## config.mk

```make
export PLATFORM = sky130hd
export DESIGN_NAME = srt_ram
export DESIGN_NICKNAME = d
export VERILOG_FILES = /design/src/design/sorted_reminder_table_assert.svh /design/src/design/srt_ram.sv
export SDC_FILE = /design/constraint.sdc
export NUM_CORES = 1
export LEC_CHECK = 0
export BUFFER_PORTS_ARGS = -buffer_cell sky130_fd_sc_hd__buf_4
export CAP_MARGIN = 5
export CORE_ASPECT_RATIO = 1.25
export CORE_MARGIN = 3
export CORE_UTILIZATION = 50
export CTS_BUF_LIST = sky130_fd_sc_hd__clkbuf_4 sky130_fd_sc_hd__clkbuf_8
export DETAILED_ROUTE_END_ITERATION = 12
export PLACE_DENSITY = 0.68
export SLEW_MARGIN = 20
export SYNTH_ARGS = -nofsm -noshare
export SYNTH_HDL_FRONTEND = slang
export SYNTH_SLANG_ARGS = --single-unit
```

## constraint.sdc

```tcl
create_clock -name i_clk -period 4.5 [get_ports i_clk]
set_input_delay 0.225 -clock i_clk [delete_from_list [all_inputs] [get_ports i_clk]]
set_output_delay 0.225 -clock i_clk [all_outputs]
set_load 0.005 [all_outputs]
```

## src/design/sorted_reminder_table_assert.svh

```systemverilog
// ----------------------------------------------------------------------------
// Assertion macros for the sorted reminder table
// Shorthand for clocked implication checks with active-low reset masking.
// ----------------------------------------------------------------------------
`ifndef SORTED_REMINDER_TABLE_ASSERT_SVH
`define SORTED_REMINDER_TABLE_ASSERT_SVH

// Consequent checked in the same cycle as the antecedent.
`define SRT_ASSERT_SAME(label, clk, rst_n, ante, cons) \
    label: assert property (@(posedge clk) disable iff (!rst_n) (ante) |-> (cons)) \
        else $error("srt: same-cycle check failed");

// Consequent checked in the cycle after the antecedent.
`define SRT_ASSERT_NEXT(label, clk, rst_n, ante, cons) \
    label: assert property (@(posedge clk) disable iff (!rst_n) (ante) |=> (cons)) \
        else $error("srt: next-cycle check failed");

`endif

```

## src/design/srt_ram.sv

```systemverilog
// ----------------------------------------------------------------------------
// srt_ram
// Simple dual-port RAM: one write port, one read port with registered data.
// ----------------------------------------------------------------------------
`timescale 1ns / 1ps

module srt_ram #(
    parameter int DEPTH = 64,
    parameter int WIDTH = 8
) (
    input  logic                     i_clk,
    input  logic                     i_we,
    input  logic [$clog2(DEPTH)-1:0] i_waddr,
    input  logic [WIDTH-1:0]         i_wdata,
    input  logic [$clog2(DEPTH)-1:0] i_raddr,
    output logic [WIDTH-1:0]         o_rdata
);

    logic [WIDTH-1:0] r_mem [DEPTH];
    logic [WIDTH-1:0] r_rdata;

    always_ff @(posedge i_clk) begin
        if (i_we) begin
            r_mem[i_waddr] <= i_wdata;
        end
    end

    always_ff @(posedge i_clk) begin
        r_rdata <= r_mem[i_raddr];
    end

    assign o_rdata = r_rdata;

endmodule

```

==> results of run 1 <==
-- through the flow --
stage	hold slack (ns)	power (mW)	area, sq um	utilization (%)
floorplan	0.324	5.76	20200	-
global placement	0.587	5.96	20800	52.6
detailed placement	0.601	5.97	20800	52.6
CTS	0.119	9.53	22300	56.3
global route	0.149	9.77	22300	56.3
finish	0.157	9.45	22300	56.3
-- per-layer routing --
metal	share of wire [%]	routed length (um)	vias to the layer above	global-route usage, %
met5	0.030	13	-	0
met4	2.2	964	2	6.52
met3	6.5	2800	78	4.41
met2	51	22200	377	34.2
met1	40	17200	5071	27.5
li1	-	-	4081	-
-- registers in the layout, indices dropped and copies added (netlist names) --
signal   count
o_rdata      8
r_mem      512
-- cell usage in the layout, fill, tap and decap left out, types with 8 or more instances in the layout --
cell      count
clkbuf_8     81
o22ai_1       8
mux2_2       13
clkinv_1     18
nand3_1      13
edfxtp_1    512
o221ai_1      8
mux2i_1      23
nand2_1      19
mux4_2      126
nor2_1       83
nor2b_1      14
buf_4        38
dfxtp_1       8
clkbuf_4     32
-- power by group through the flow --
stage | Clock (mW) | Sequential, mW | Combinational [mW]
finish | 3.59 | 5.38 | 0.482
global placement | 0 | 5.48 | 0.479
CTS | 3.67 | 5.38 | 0.488
global route | 3.88 | 5.38 | 0.514
floorplan | 0 | 5.47 | 0.286
detailed placement | 0 | 5.48 | 0.487
-- cell type report --
class / count / area [sq um]
clock buffer: 112 / 1340
clock inverter: 26 / 119
fill: 2904 / 17300
multi-input combinational: 369 / 4320
sequential: 520 / 15500
tap: 498 / 623
timing repair buffer: 41 / 329
-- critical path, cell delays in order --
cell and delay (ns):
clkbuf_8 0.47, buf_4 0.49, mux4_2 0.59, mux4_2 0.51, nor2_1 0.20, o32ai_1 0.12
-- how the worst max path moves through the flow --
stage                             to  slack (ns)        start
after global placement    o_rdata[4]        1.69   i_raddr[0]
final                     o_rdata[4]        2.34   i_raddr[0]
after floorplan           o_rdata[3]        2.61   i_raddr[1]
after detailed placement  o_rdata[4]        1.67   i_raddr[0]
after CTS                 o_rdata[4]        2.33   i_raddr[0]
after global routing      o_rdata[3]        2.20  r_mem[0][3]
-- cells by family (layout without fill, tap and decap cells) --
kind of cell    after synthesis  count (layout)  share of synthesized area (%)
flops                       520             520                           77.0
simple gates                153             153                           3.39
buf+inv                      51             179                           1.57
compound gates               54              54                           2.07
mux                         162             162                           15.9
==> flow_metrics.tcl, run 1 <==
set metrics [dict create \
    grt_first_pass_wirelength_um 63800 \
    via_per_inst 6.14 \
    regToRegStartpoint "r_mem[3][3]" \
    antenna_found_initial 1 \
    fin_skew_ns 0.0322 \
    vias 9609 \
    outcome "finished clean" \
    drt_iter0_drc 988 \
    syn_avg_cell_area_sq_um 21.5 \
    cts_resized 0 \
    grt_usage_pct 20.6 \
    cts-buffers-inserted 77 \
    dieArea_sq_um 42800 \
    crit_type "in -> reg" \
    yosysSeqAreaShare_pct 77.0 \
    synth.distinct_cells 40 \
    wl_per_cell_um 27.6 \
    cellPowerDensity_nw_per_um2 425 \
    initial_utilization_pct 51.0 \
    core_sq_um 39500 \
    pwr-share-seq_pct 56.9 \
    htreeDepth 3 \
    grt_max_degree 65 \
    numPortBuffers 29 \
    r2r-end "o_rdata[3]" \
    instances_no_fill 1566 \
    fmax_mhz 463 \
    swShare_pct 21.1 \
    syn-num-nets 962 \
    finalWirelength_um 43200 \
    clock-root-buffer "clkbuf_8" \
    clkLatencyLatePin_ns 0.63 \
    diodes 0 \
    maxSlewHeadroom_pct 33.1 \
    worst_ep_required_time_ns 5.00 \
    yosys.cell_count.top_type "edfxtp_1" \
    gp_congestion 0.796 \
    cp_data_arrival_time_ns 2.67 \
    finalSetupTns_ns 0 \
    antenna_left 0 \
    layout_min_cycle_time_ns 2.16 \
    area_delta_synth_final_pct 10.4 \
    async_reset_ff_share_pct 0 \
    cts_setup_buffers 0 \
    combPwrFrac_pct 5.1 \
    worst_pin_slew_ns 0.978 \
    grt.overflow.total 0 \
    path_clk_slew_ns 0.06 \
    numClockSinks 520 \
    synth_edf_count 512 \
    critPathMaxFanout 54 \
    synth_cells 940 \
    leakage_nw 6.93 \
    setup.worst_path.end_class "flip-flop" \
    synth_largest_area_cell "edfxtp_1" \
    p_int_mw 7.46 \
    cp-start-kind "input port" \
    ff2ff_path_depth 4 \
    synth_top_area_share_pct 76.2 \
    hp-class "in -> reg" \
    die_width_um 186 \
    drc 0 \
    finalWorstSetupSlack_ns 2.34 \
    layout.nets 1031 \
    p_clk_share_pct 38.0 \
    setup_viol 0 \
    min_from "i_wdata[3]" \
    rows 81 \
    ys_warn_count 0 \
    holdPathStages 1 \
    drv_slew 0 \
    place_inst 1427 \
    hold_end "r_mem[16][3]" \
    rsz0062_at_grt "false" \
    postCtsHoldBufs 1 \
    cts_tree "yes" \
    netlist_area_sq_um 20200 \
    drive_gt1_share_pct 28.2 \
    ys.flop_type "edfxtp_1" \
    r2r_slack_ns 2.34 \
    ys_seq_elements 520 \
    first_pass_iters 5 \
    die_h_um 231 \
    p_sw_mw 1.99 \
    hold_violations 0 \
    grt_pass1_vias 9906 \
    num_io_pins 30 \
    post-route-period-util_pct 48.0 \
    ir_worst_vdd_v 0.000188 \
    place_ws_ns 1.67 \
    synth_commonest_cells "edfxtp_1 (512), mux4_2 (126), nor2_1 (83)" \
    clk_path_buf_depth 3 \
    synth_area_leaders "edfxtp_1 (76%), mux4_2 (14%), nor2_1 (1.5%)" \
    dp_hpwl_um 25500 \
    maxCapViolCount 0 \
]
Power figures use the tool's default switching activity.
==> inputs of run 2 (changes only) <==
==> constraint.sdc (replaced) <==
create_clock -name i_clk -period 2 [get_ports i_clk]
set_input_delay 0.1 -clock i_clk [delete_from_list [all_inputs] [get_ports i_clk]]
set_output_delay 0.1 -clock i_clk [all_outputs]
set_load 0.005 [all_outputs]
==> run 2 against run 1 <==
Setup slack worse by 2.3 ns. Global-route usage up 1.2 points. Highest routed layer is now met4. Flip-flop and latch count unchanged.
==> flow_metrics.tcl, run 2 (same netlist as run 1, synthesis figures left out) <==
set metrics [dict create \
    outcome "finished clean" \
    via_per_inst 6.00 \
    final_common_cell "edfxtp_1" \
    placed_area_sq_um 21800 \
    fin_skew_ns 0.0368 \
    largest_reg_flops 512 \
    numClockSinks 520 \
    largest_register "r_mem" \
    layout.nets 1146 \
    die_width_um 186 \
    finalWirelength_um 45100 \
    final_area_sq_um 23300 \
    pwr-share-seq_pct 56.3 \
    grt_usage_pct 21.8 \
    rows 81 \
    antenna_found_initial 1 \
    drt_iter0_drc 1053 \
    critPathMaxFanout 1 \
    p_sw_mw 4.62 \
    post-route-period-util_pct 99.7 \
    dp_hpwl_um 28200 \
    grt_first_pass_wirelength_um 67500 \
    layout_common_cells "edfxtp_1 (512), buf_4 (141), mux4_2 (126)" \
    grt_util_met2_pct 35.9 \
    grt_pass1_vias 10452 \
    hold_violations 0 \
    power_mw 21.5 \
    grt.overflow.total 0 \
    layout_min_cycle_time_ns 1.99 \
    drc 0 \
    dieArea_sq_um 42800 \
    clk_path_buf_depth 3 \
    setup.worst_path.end_class "flip-flop" \
    antenna_left 0 \
    core_sq_um 39500 \
    place_ws_ns -0.333 \
    grt-busiest-layer "met2" \
    vias 10071 \
    htreeDepth 3 \
    clock-root-buffer "clkbuf_8" \
    ir_worst_vdd_v 0.000441 \
    worst_ep_required_time_ns 2.51 \
    grtUsageMet1_pct 29.1 \
    path_clk_slew_ns 0.07 \
    maxSlewHeadroom_pct 51.4 \
    drv_slew 0 \
    first_pass_iters 5 \
    cellPowerDensity_nw_per_um2 923 \
    utilization_pct 58.9 \
    fmax_mhz 501 \
    initial_utilization_pct 51.0 \
    swShare_pct 21.5 \
    leakage_nw 7.57 \
    clkLatencyLatePin_ns 0.64 \
    cp-start-kind "flip-flop" \
    drive_gt1_share_pct 35.0 \
    maxCapViolCount 0 \
    cp_data_arrival_time_ns 2.51 \
    worst_pin_slew_ns 0.729 \
    met3_usage_pct 4.29 \
    crit_type "reg -> reg" \
    area_delta_synth_final_pct 15.5 \
    cts_setup_buffers 0 \
    p_clk_share_pct 38.0 \
    cts_tree "yes" \
    setup_viol 0 \
    numPortBuffers 29 \
    wl_per_cell_um 26.9 \
    cts-buffers-inserted 75 \
    die_h_um 231 \
    gp_congestion 0.836 \
    p_int_mw 16.9 \
    grt_max_degree 65 \
    num_io_pins 30 \
    hp-class "in -> reg" \
    finalWorstSetupSlack_ns 0.00514 \
    combPwrFrac_pct 5.7 \
]
## run 2: cell count changes in the layout (fill, tap and decap cells not counted), moves of 3 or more
cell           delta
buf_12           +10
buf_4           +103
clkbuf_8          -3
clkbuf_4          -8
clkinv_2          +5
dlygate4sd3_1     +4
## run 2: through the flow
| stage | hold slack (ns) | cells | TNS [ns] |
|---|---|---|---|
| 6_report | 0.0205 | 1679 | 0 |
| 5_1_grt | 0.0493 | 1679 | -0.00166 |
| 4_1_cts | 0.00456 | 1678 | 0 |
| 3_5_place_dp | 0.493 | 1540 | -1.33 |
| 3_3_place_gp | 0.488 | 1540 | -1.41 |
| 2_1_floorplan | 0.199 | 940 | 0 |
## run 2: critical path, stage by stage (launching register included)
cell and delay [ns]:
edfxtp_1 0.37, mux4_2 0.53, mux4_2 0.51, o21ai_0 0.40, nand2_1 0.08
## run 2: area by class of cell
type / instances / area [sq um]
Multi-Input combinational cell: 369 / 4350
Tap cell: 498 / 623
Fill cell: 2838 / 16200
Clock buffer: 101 / 1240
Clock inverter: 32 / 199
Sequential cell: 520 / 15500
Timing Repair Buffer: 158 / 1340
Antenna cell: 1 / 2.50
## run 2: metal layers
layer  wire length (um)  vias to the layer above
met2              23000                      402
li1                   -                     4305
met1              18000                     5276
met5                  0                        -
met3               2980                       88
met4               1220                        0
## run 2: power groups by stage
stage | Combinational [mW] | Sequential, mW | Clock [mW]
floorplan | 0.643 | 12.3 | 0
global placement | 1.20 | 12.3 | 0
detailed placement | 1.21 | 12.3 | 0
CTS | 1.23 | 12.1 | 8.36
global route | 1.31 | 12.1 | 8.80
finish | 1.22 | 12.1 | 8.17
## run 2: timing repair
action / 4_1_cts / 5_1_grt
hold buffers: 5 / 0
pin swaps: 0 / 2
hold endpoints to repair: 14 / 0
setup endpoints to repair: 4 / 2
resized for setup: 4 / 3
## run 2: path summary, 6_finish.rpt
| check | slack (ns) | to | cells after the start | from |
|---|---|---|---|---|
| worst max-delay path | 0.005 | o_rdata[7] | 4 | r_mem[51][7] |
| worst max register to register | 0.005 | o_rdata[7] | 4 | r_mem[51][7] |
| worst min-delay path | 0.02 | r_mem[13][4] | 1 | i_wdata[4] |
| worst min register to register | 0.86 | o_rdata[1] | 4 | r_mem[22][1] |
==> inputs of run 3 (changes only) <==
--- a/config.mk
+++ b/config.mk
@@ -7,7 +7,6 @@
 export LEC_CHECK = 0
 export BUFFER_PORTS_ARGS = -buffer_cell sky130_fd_sc_hd__buf_4
 export CAP_MARGIN = 5
-export CORE_ASPECT_RATIO = 1.25
 export CORE_MARGIN = 3
 export CORE_UTILIZATION = 50
 export CTS_BUF_LIST = sky130_fd_sc_hd__clkbuf_4 sky130_fd_sc_hd__clkbuf_8
==> run 3 against run 2 <==
Sequential power hardly changed. Clock-buffer cell count is 8 higher. Clock skew decreased by 0.0074 ns. Clock power grew 2%. Largest power group unchanged. Highest routed layer unchanged.
==> flow_metrics.tcl, run 3 (same netlist as run 1, synthesis figures left out) <==
set metrics [dict create \
    outcome "finished clean" \
    via_per_inst 5.92 \
    initial_utilization_pct 51.3 \
    grt_usage_pct 21.7 \
    first_pass_iters 5 \
    layout_min_cycle_time_ns 1.98 \
    grt_pass1_vias 10508 \
    worst_ep_required_time_ns 2.48 \
    grt_max_degree 65 \
    largest_reg_flops 512 \
    dp_hpwl_um 28000 \
    drv_slew 0 \
    drive_gt1_share_pct 36.3 \
    utilization_pct 59.7 \
    leakage_nw 7.67 \
    drt_iter0_drc 1098 \
    ff2ff_path_depth 4 \
    largest_register "r_mem" \
    setup_viol 0 \
    cts-buffers-inserted 81 \
    htreeDepth 3 \
    hold_violations 0 \
    finalWirelength_um 44700 \
    grt_first_pass_wirelength_um 67200 \
    path_clk_slew_ns 0.06 \
    die_width_um 207 \
    hp-class "in -> reg" \
    clock-root-buffer "clkbuf_8" \
    place_ws_ns -0.532 \
    place_inst 1575 \
    layout.nets 1163 \
    ir_worst_vdd_v 0.000449 \
    final_common_cell "edfxtp_1" \
    antenna_found_initial 0 \
    cellPowerDensity_nw_per_um2 924 \
    critical_path.cell_chain "mux4_2, mux4_2, o21ai_0, nand2_1" \
    rows 72 \
    hold_end "r_mem[48][4]" \
    die_h_um 207 \
    cts_setup_buffers 0 \
    clkLatencyLatePin_ns 0.62 \
    crit_top_cell "mux4_2" \
    diodes 0 \
    holdPathStages 3 \
    numClockSinks 520 \
    fmax_mhz 505 \
    numPortBuffers 29 \
    layout_common_cells "edfxtp_1 (512), buf_4 (156), mux4_2 (126)" \
    core_sq_um 39300 \
    antenna_left 0 \
    finalWorstSetupSlack_ns 0.0216 \
    vias 10198 \
    critPathMaxFanout 1 \
    cp_data_arrival_time_ns 2.46 \
    worst_pin_slew_ns 0.733 \
    area_delta_synth_final_pct 16.3 \
    cts_tree "yes" \
    maxCapViolCount 0 \
    cp-start-kind "flip-flop" \
    regToRegStartpoint "r_mem[39][7]" \
    gp_congestion 0.847 \
    instances_no_fill 1722 \
    finalSetupTns_ns 0 \
    crit_type "reg -> reg" \
    crit_path_max_incr_delay_ns 0.53 \
    r2r-end "o_rdata[7]" \
    rsz0062_at_grt "false" \
    drc 0 \
    post-route-period-util_pct 98.9 \
    wl_per_cell_um 26.0 \
    num_io_pins 30 \
    dieArea_sq_um 42800 \
    min_from "i_waddr[1]" \
    clk_path_buf_depth 3 \
    maxSlewHeadroom_pct 51.1 \
    r2r_slack_ns 0.02 \
    setup.worst_path.end_class "flip-flop" \
    grt.overflow.total 0 \
    cpMaxStageDelayCell "mux4_2" \
    fin_skew_ns 0.0294 \
]
-- run 3: timing repair --
item                       4_1_cts  5_1_grt
pin swaps                        1        0
gates resized for setup          3        2
hold buffers                     1        0
hold endpoints to repair         8        0
setup endpoints to repair        2        2
-- run 3: area by class of cell --
cell class                      count  area (sq um)
Clock buffer                      109          1330
Sequential cell                   520         15500
Fill cell                        2792         15800
Clock inverter                     37           180
Multi-Input combinational cell    369          4340
Timing Repair Buffer              169          1420
Tap cell                          518           648
-- run 3: critical path: cells and delay by family, from the launching register on --
kind               cells  cell delay (ns)
DFF                    1             0.37
and+or+nand+nor        1             0.09
muxes                  2             1.02
AOI/OAI and AO/OA      1             0.37
-- run 3: how the worst max path moves through the flow --
stage	cells past startpoint	slack [ns]	end	start
3_5_place_dp	7	-0.53	o_rdata[4]	i_raddr[0]
2_1_floorplan	7	0.23	o_rdata[3]	i_raddr[1]
3_3_place_gp	7	-0.51	o_rdata[4]	i_raddr[0]
6_report	4	0.02	o_rdata[7]	r_mem[39][7]
4_1_cts	5	0.03	o_rdata[4]	r_mem[29][4]
5_1_grt	5	0.004	o_rdata[4]	r_mem[24][4]
-- run 3: metal layers --
metal	share of wire [%]	track usage, %	up-vias
li1	-	-	4353
met1	41	30.1	5305
met2	48	34.0	436
met3	8.4	5.68	104
met4	3.0	7.68	0
met5	0	0	-
-- run 3: per-stage QoR --
| stage | cell area, sq um | power (mW) | hold slack (ns) |
|---|---|---|---|
| 3_5_place_dp | 21900 | 13.6 | 0.475 |
| 6_report | 23400 | 21.7 | 0.0452 |
| 3_3_place_gp | 21900 | 13.5 | 0.478 |
| 5_1_grt | 23400 | 22.4 | 0.0357 |
| 2_1_floorplan | 20200 | 13.0 | 0.199 |
| 4_1_cts | 23400 | 21.8 | 0.0114 |
-- run 3: report_power, final --
part	internal (mW)	switching [mW]	total (mW)
clock	4.35	3.97	8.32
sequential	12.1	0.0343	12.1
combinational	0.530	0.710	1.24
total	16.9	4.72	21.7
